## src/tccw_pkg.sv

```systemverilog
// Shared constants and types for the text console cell writer.
package tccw_pkg;

    localparam int COLUMNS       = 64;
    localparam int LINES         = 32;
    localparam int DEFAULT_COLOR = 7;

    localparam int CELLS  = COLUMNS * LINES;
    localparam int COL_W  = $clog2(COLUMNS);
    localparam int LINE_W = $clog2(LINES);
    localparam int ADDR_W = $clog2(CELLS);
    localparam int CELL_W = 12;

    localparam int KIND_W     = 2;
    localparam int CHAR_W     = 8;
    localparam int COLOR_W    = 4;
    localparam int POS_COL_W  = 7;
    localparam int POS_ROW_W  = 6;

    localparam logic [KIND_W-1:0] KIND_PUT   = 2'd0;
    localparam logic [KIND_W-1:0] KIND_MOVE  = 2'd1;
    localparam logic [KIND_W-1:0] KIND_CLEAR = 2'd2;
    localparam logic [KIND_W-1:0] KIND_READ  = 2'd3;

    localparam logic [CHAR_W-1:0] NUL_CODE     = 8'h00;
    localparam logic [CHAR_W-1:0] NEWLINE_CODE = 8'h0A;
    localparam logic [CHAR_W-1:0] SPACE_CODE   = 8'h20;

    localparam logic [COLOR_W-1:0] COLOR_RESET = COLOR_W'(DEFAULT_COLOR);
    localparam logic [CELL_W-1:0]  BLANK_CELL  = {COLOR_RESET, SPACE_CODE};

    typedef struct packed {
        logic              we;
        logic [ADDR_W-1:0] waddr;
        logic [CELL_W-1:0] wdata;
        logic [ADDR_W-1:0] raddr;
    } mem_req_t;

    typedef struct packed {
        logic                 load;
        logic                 from_ram;
        logic                 rejected;
        logic [POS_COL_W-1:0] col;
        logic [POS_ROW_W-1:0] row;
    } result_t;

endpackage

```

## src/tccw_ctrl.sv

```systemverilog
// Sequencer: cursor, item decode, clearing sweep and cell store requests.
module tccw_ctrl (
    input  logic                           clk,
    input  logic                           rst_n,
    input  logic                           in_valid,
    output logic                           in_ready,
    input  logic [tccw_pkg::KIND_W-1:0]    kind,
    input  logic [tccw_pkg::CHAR_W-1:0]    char_code,
    input  logic [tccw_pkg::POS_COL_W-1:0] col_pos,
    input  logic [tccw_pkg::POS_ROW_W-1:0] row_pos,
    input  logic [tccw_pkg::COLOR_W-1:0]   fg_color,
    input  logic                           out_free,
    output tccw_pkg::mem_req_t             req,
    output tccw_pkg::result_t              res
);
    import tccw_pkg::*;

    localparam logic [1:0] ST_CLEAR = 2'd0;
    localparam logic [1:0] ST_RUN   = 2'd1;
    localparam logic [1:0] ST_READ  = 2'd2;

    localparam logic [COL_W-1:0]  LAST_COL  = COL_W'(COLUMNS - 1);
    localparam logic [LINE_W-1:0] LAST_LINE = LINE_W'(LINES - 1);
    localparam logic [ADDR_W-1:0] LAST_ADDR = ADDR_W'(CELLS - 1);

    logic [1:0]        state_reg, state_next;
    logic [COL_W-1:0]  col_reg, col_next;
    logic [LINE_W-1:0] line_reg, line_next;
    logic [ADDR_W-1:0] sweep_reg, sweep_next;

    logic              accept;
    logic              pos_ok;
    logic [CHAR_W-1:0] put_code;

    assign in_ready = (state_reg == ST_RUN) && out_free;
    assign accept   = in_valid && in_ready;
    assign put_code = (char_code == NUL_CODE) ? SPACE_CODE : char_code;
    assign pos_ok   = (col_pos != '0) && (8'(col_pos) <= 8'(COLUMNS)) &&
                      (row_pos != '0) && (7'(row_pos) <= 7'(LINES));

    always_comb
    begin
        state_next = state_reg;
        col_next   = col_reg;
        line_next  = line_reg;
        sweep_next = sweep_reg;

        req.we    = 1'b0;
        req.waddr = ADDR_W'(line_reg) * ADDR_W'(COLUMNS) + ADDR_W'(col_reg);
        req.wdata = {fg_color, put_code};
        req.raddr = ADDR_W'(row_pos - 6'd1) * ADDR_W'(COLUMNS) + ADDR_W'(col_pos - 7'd1);

        res.load     = 1'b0;
        res.from_ram = 1'b0;
        res.rejected = 1'b0;

        case (state_reg)
            ST_CLEAR:
            begin
                req.we    = 1'b1;
                req.waddr = sweep_reg;
                req.wdata = BLANK_CELL;
                sweep_next = sweep_reg + 1'b1;
                if (sweep_reg == LAST_ADDR)
                begin
                    sweep_next = '0;
                    state_next = ST_RUN;
                end
            end
            ST_RUN:
            begin
                if (accept)
                begin
                    res.load = 1'b1;
                    case (kind)
                        KIND_PUT:
                        begin
                            if (put_code == NEWLINE_CODE)
                            begin
                                col_next = '0;
                                if (line_reg != LAST_LINE)
                                begin
                                    line_next = line_reg + 1'b1;
                                end
                            end
                            else
                            begin
                                req.we = 1'b1;
                                if (col_reg != LAST_COL)
                                begin
                                    col_next = col_reg + 1'b1;
                                end
                                else if (line_reg != LAST_LINE)
                                begin
                                    col_next  = '0;
                                    line_next = line_reg + 1'b1;
                                end
                            end
                        end
                        KIND_MOVE:
                        begin
                            if (pos_ok)
                            begin
                                col_next  = COL_W'(col_pos - 7'd1);
                                line_next = LINE_W'(row_pos - 6'd1);
                            end
                            else
                            begin
                                res.rejected = 1'b1;
                            end
                        end
                        KIND_CLEAR:
                        begin
                            col_next   = '0;
                            line_next  = '0;
                            state_next = ST_CLEAR;
                        end
                        KIND_READ:
                        begin
                            if (pos_ok)
                            begin
                                // The cell comes out of the store's registered read port in ST_READ.
                                res.load   = 1'b0;
                                state_next = ST_READ;
                            end
                            else
                            begin
                                res.rejected = 1'b1;
                            end
                        end
                        default:
                        begin
                            res.load = 1'b0;
                        end
                    endcase
                end
            end
            ST_READ:
            begin
                res.load     = 1'b1;
                res.from_ram = 1'b1;
                state_next   = ST_RUN;
            end
            default:
            begin
                state_next = ST_CLEAR;
            end
        endcase

        res.col = POS_COL_W'(col_next) + 7'd1;
        res.row = POS_ROW_W'(line_next) + 6'd1;
    end

    always_ff @(posedge clk or negedge rst_n)
    begin
        if (!rst_n)
        begin
            state_reg <= ST_CLEAR;
            col_reg   <= '0;
            line_reg  <= '0;
            sweep_reg <= '0;
        end
        else
        begin
            state_reg <= state_next;
            col_reg   <= col_next;
            line_reg  <= line_next;
            sweep_reg <= sweep_next;
        end
    end

endmodule

```

## config.mk

```make
export PLATFORM = sky130hd
export DESIGN_NAME = tccw_ctrl
export DESIGN_NICKNAME = d
export VERILOG_FILES = /design/src/tccw_pkg.sv /design/src/tccw_ctrl.sv
export SDC_FILE = /design/constraint.sdc
export NUM_CORES = 1
export LEC_CHECK = 0
export BUFFER_PORTS_ARGS = -buffer_cell sky130_fd_sc_hd__buf_2
export CAP_MARGIN = 15
export CORE_MARGIN = 2
export CORE_UTILIZATION = 45
export CTS_CLUSTER_SIZE = 28
export DETAILED_ROUTE_END_ITERATION = 8
export GPL_TIMING_DRIVEN = 0
export PLACE_DENSITY = 0.78
export SETUP_SLACK_MARGIN = 0.02
export SYNTH_ARGS = -nofsm -noshare
export SYNTH_HDL_FRONTEND = slang
export SYNTH_SLANG_ARGS = --single-unit
```

## constraint.sdc

```tcl
create_clock -name clk -period 3.4 [get_ports clk]
set_clock_uncertainty 0.2 [all_clocks]
set_input_delay 0.17 -clock clk [delete_from_list [all_inputs] [get_ports clk]]
set_output_delay 0.17 -clock clk [all_outputs]
set_load 0.01 [all_outputs]
```

==> impl_metrics.xml <==
<?xml version="1.0" encoding="UTF-8"?>
<metrics>
  <group name="logic_synthesis">
    <metric name="synth_fa_ha_area_share" unit="%">9.94</metric>
    <metric name="synth-edff-count" unit="">0</metric>
    <metric name="syn-instance-count" unit="">272</metric>
    <metric name="synth_async_sr_flop_share" unit="%">100</metric>
    <metric name="synth_sequential_area_ratio" unit="%">25.6</metric>
    <metric name="share_of_synthesized_cell_area_in_and_or_nand_and_nor_gates" unit="%">27.5</metric>
    <metric name="synth_xor_xnor_area_share" unit="%">9.67</metric>
    <metric name="synth.cell_area" unit="mm^2">0.00234</metric>
    <metric name="synth_top_family_by_area" unit="">simple AND/OR/NAND/NOR gates</metric>
    <metric name="dominantRegCellSynth" unit="">dfrtp_1</metric>
    <metric name="flop_and_latch_count_out_of_synthesis" unit="">24</metric>
    <metric name="postSynthNetCount" unit="">321</metric>
    <metric name="yosys_warnings" unit="">0</metric>
    <metric name="synth_compound_area_share" unit="%">17.4</metric>
    <metric name="muxShareOfSynthArea" unit="%">6.14</metric>
    <metric name="post_synth.cell_area_avg" unit="um^2">8.61</metric>
    <metric name="post_synth_num_cell_types" unit="">61</metric>
  </group>
  <group name="clock_network">
    <metric name="cts_root_buf" unit="">clkbuf_8</metric>
    <metric name="clk_latency" unit="ns">0.28</metric>
    <metric name="clockBufferDepth" unit="">2</metric>
    <metric name="clock_sinks" unit="">24</metric>
    <metric name="h-tree-depth" unit="">1</metric>
    <metric name="tritoncts.num_buffers" unit="">3</metric>
    <metric name="path_clk_slew" unit="ns">0.10</metric>
    <metric name="cts_tree" unit="">done</metric>
  </group>
  <group name="pwr">
    <metric name="p_int" unit="mW">0.490</metric>
    <metric name="power.share.clock" unit="%">39.4</metric>
    <metric name="vdd_drop_max" unit="mV">0.169</metric>
    <metric name="power.sequential.fraction" unit="%">43.7</metric>
    <metric name="comb_power_share" unit="%">16.9</metric>
    <metric name="finalPower" unit="mW">0.653</metric>
    <metric name="static_leakage_power" unit="nW">1.46</metric>
    <metric name="power_density" unit="mW/mm^2">221</metric>
    <metric name="netSwitchingFraction" unit="%">25.0</metric>
    <metric name="psw" unit="mW">0.163</metric>
  </group>
  <group name="sta">
    <metric name="final_cycle_share" unit="%">95.1</metric>
    <metric name="rsz0062_at_grt" unit="">false</metric>
    <metric name="period_minus_slack" unit="ns">3.23</metric>
    <metric name="tightest_slew" unit="ns">0.693</metric>
    <metric name="final-hold-violation-count" unit="">0</metric>
    <metric name="max_freq" unit="MHz">309</metric>
    <metric name="setup-tns-final" unit="ns">0</metric>
    <metric name="timing_max_transition_violations_final" unit="">0</metric>
    <metric name="relSlewSlack" unit="%">53.4</metric>
    <metric name="finalHoldWorstSlack" unit="ns">0.0760</metric>
    <metric name="final-setup-viol-count" unit="">0</metric>
  </group>
  <group name="worst_setup_path">
    <metric name="worst-r2r-setup-slack" unit="ns">0.98</metric>
    <metric name="critical_path_peak_fanout" unit="">7</metric>
    <metric name="critPathKind" unit="">flip-flop to primary output</metric>
    <metric name="data_required_time_at_the_worst_endpoint" unit="ns">3.03</metric>
    <metric name="sequence_of_cells_on_the_critical_path" unit="">ha_1 -&gt; and3_4 -&gt; and3_4 -&gt; o21ai_1 -&gt; a211o_1 -&gt; a221oi_2 -&gt; inv_1 -&gt; ha_1 -&gt; nand3_1 -&gt; xnor2_1 -&gt; buf_2</metric>
    <metric name="cp_slowest_cell" unit="">dfrtp_2</metric>
    <metric name="critical_path.max_stage_delay" unit="ns">0.43</metric>
    <metric name="endpoint_kind" unit="">primary output</metric>
    <metric name="timing.critical_path.arrival" unit="ns">2.86</metric>
    <metric name="worstSetupStartpointType" unit="">flip-flop</metric>
  </group>
  <group name="route">
    <metric name="detail_route.vias_per_cell" unit="">5.54</metric>
    <metric name="vias" unit="">2369</metric>
    <metric name="first_iter_violations" unit="">128</metric>
    <metric name="route.met2.wl" unit="um">2930</metric>
    <metric name="detail_route.first_pass.iterations" unit="">4</metric>
    <metric name="routed-wl-met3" unit="um">421</metric>
    <metric name="drcViolationCount" unit="">0</metric>
    <metric name="wl_met1" unit="um">2610</metric>
    <metric name="antenna_left" unit="">0</metric>
    <metric name="drt-wirelength-per-cell" unit="um">14.0</metric>
    <metric name="routed.top_layer" unit="">met4</metric>
    <metric name="drt_wl_total" unit="um">6010</metric>
  </group>
  <group name="global_routing">
    <metric name="gr_overflow_total" unit="">0</metric>
    <metric name="grt_antenna_before_repair" unit="">0</metric>
    <metric name="grt_max_degree" unit="">25</metric>
    <metric name="globalRouteTotalUtil" unit="%">21.1</metric>
    <metric name="grt_pass1_wl" unit="um">10200</metric>
    <metric name="grt_pass1_vias" unit="">2215</metric>
  </group>
  <group name="placement">
    <metric name="finalWeightedCongestion" unit="">0.862</metric>
    <metric name="io_buffers" unit="">82</metric>
    <metric name="place_hpwl" unit="um">4760</metric>
  </group>
  <group name="floorplanning">
    <metric name="die_x" unit="um">76.1</metric>
    <metric name="floorplan.die.height" unit="um">76.1</metric>
    <metric name="ioPinCount" unit="">83</metric>
    <metric name="core_footprint" unit="mm^2">0.00507</metric>
    <metric name="floorplan.rows" unit="">26</metric>
    <metric name="die-area" unit="mm^2">0.00580</metric>
    <metric name="floorplan.initialDensity" unit="%">46.2</metric>
  </group>
  <group name="finish">
    <metric name="insertedDiodeCount" unit="">0</metric>
    <metric name="largest_register_ffs" unit="">11</metric>
    <metric name="layout_cells_sized_above_1" unit="%">33.0</metric>
    <metric name="commonest_cells_after_routing_fill_and_taps_aside" unit="">buf_2, nand2_1, dfrtp_1</metric>
    <metric name="layout-area-overhead-vs-synth" unit="%">25.9</metric>
    <metric name="layout.nets" unit="">408</metric>
    <metric name="final_common_cell" unit="">buf_2</metric>
  </group>
  <group name="worst_hold_path">
    <metric name="timing.hold.worst.class" unit="">input port to flip-flop</metric>
  </group>
  <group name="outcome">
    <metric name="status" unit="">finished, final reports clean</metric>
  </group>
  <group name="run">
    <metric name="cap_viol_max_count" unit="">0</metric>
  </group>
</metrics>
-- per-layer routing --
metal  global-route usage, %  vias to the layer above
li1                        -                     1155
met4                    4.91                        0
met5                       0                        -
met3                    4.15                        4
met2                    36.5                      101
met1                    27.2                     1109
-- what timing repair did --
item                       4_1_cts  5_1_grt
hold endpoints to repair        24        0
setup endpoints to repair        5        9
hold buffers                     1        0
resized for setup                3        5
pin swaps                        0        0
buffers inserted                 1        0
-- synthesized netlist by cell type, drive strengths merged (3+ instances only) --
master	n	share of area, %
inv	16	2.6
and4	3	1.1
o31ai	4	1.3
a21boi	3	0.96
nand4	8	2.1
o22ai	3	1.1
and3	13	3.5
a31oi	3	1.4
nand3	9	2.1
nor3b	5	1.8
dfrtp	24	26
or2	5	1.4
nor2	15	2.4
xor2	9	3.4
a21oi	8	1.7
ha	17	9.1
nor3	3	0.64
nand2b	8	2.1
mux2	11	5.3
xnor2	16	6.3
nor2b	10	2.7
clkbuf	5	0.80
nand2	25	4.0
o21ai	15	3.8
-- cell type report --
cell class / count / area, um^2
Timing Repair Buffer: 84 / 428
Multi-Input combinational cell: 225 / 1680
Clock buffer: 3 / 41.3
Sequential cell: 24 / 602
Fill cell: 469 / 2130
Buffer: 4 / 15.0
Inverter: 17 / 63.8
Clock inverter: 1 / 30.0
Tap cell: 70 / 87.6
-- worst max-delay path: cells and delay by family (launching register included) --
kind                       cells  cell delay (ns)
AOI/OAI and AO/OA              3             0.79
and+or+nand+nor                3             0.54
adders and majority gates      2             0.45
DFF                            1             0.43
buffers and inverters          2             0.25
xor gates and xnor gates       1             0.11
-- worst paths after layout --
kind | to | from | depth (start not counted)
max | res[4] | col_reg[0] | 11
min | state_reg[1] | kind[1] | 3
max reg2reg | line_reg[3] | col_reg[0] | 6
min reg2reg | sweep_reg[10] | sweep_reg[10] | 1
max in group asynchronous | col_reg[0] | rst_n | 2
min in group asynchronous | line_reg[4] | rst_n | 2
-- stage by stage --
step                      std cells  util, %  area, um^2  setup slack, ns
final                           428     58.1        2950            0.167
after CTS                       429     57.8        2930           0.0352
after global routing            428     58.1        2950           0.0351
after floorplan                 272        -        2340            0.484
after detailed placement        424     56.0        2840           0.0450
after global placement          424     56.0        2840           0.0759
-- power groups by stage --
| stage | registers [mW] | clock network, mW | logic, mW |
|---|---|---|---|
| after floorplan | 0.291 | 0 | 0.0562 |
| after global placement | 0.291 | 0 | 0.107 |
| after detailed placement | 0.291 | 0 | 0.109 |
| after CTS | 0.285 | 0.258 | 0.110 |
| after global routing | 0.285 | 0.271 | 0.124 |
| final | 0.285 | 0.257 | 0.111 |
-- cells by family (layout without fill, tap and decap cells) --
group / after synthesis / count (layout)
and+or+nand+nor: 114 / 114
AOI/OAI and AO/OA: 55 / 55
xor gates and xnor gates: 25 / 25
DFF: 24 / 24
buffers and inverters: 23 / 109
adders and majority gates: 18 / 18
muxes: 13 / 13
Note: power is estimated with default switching activity, not from simulation.
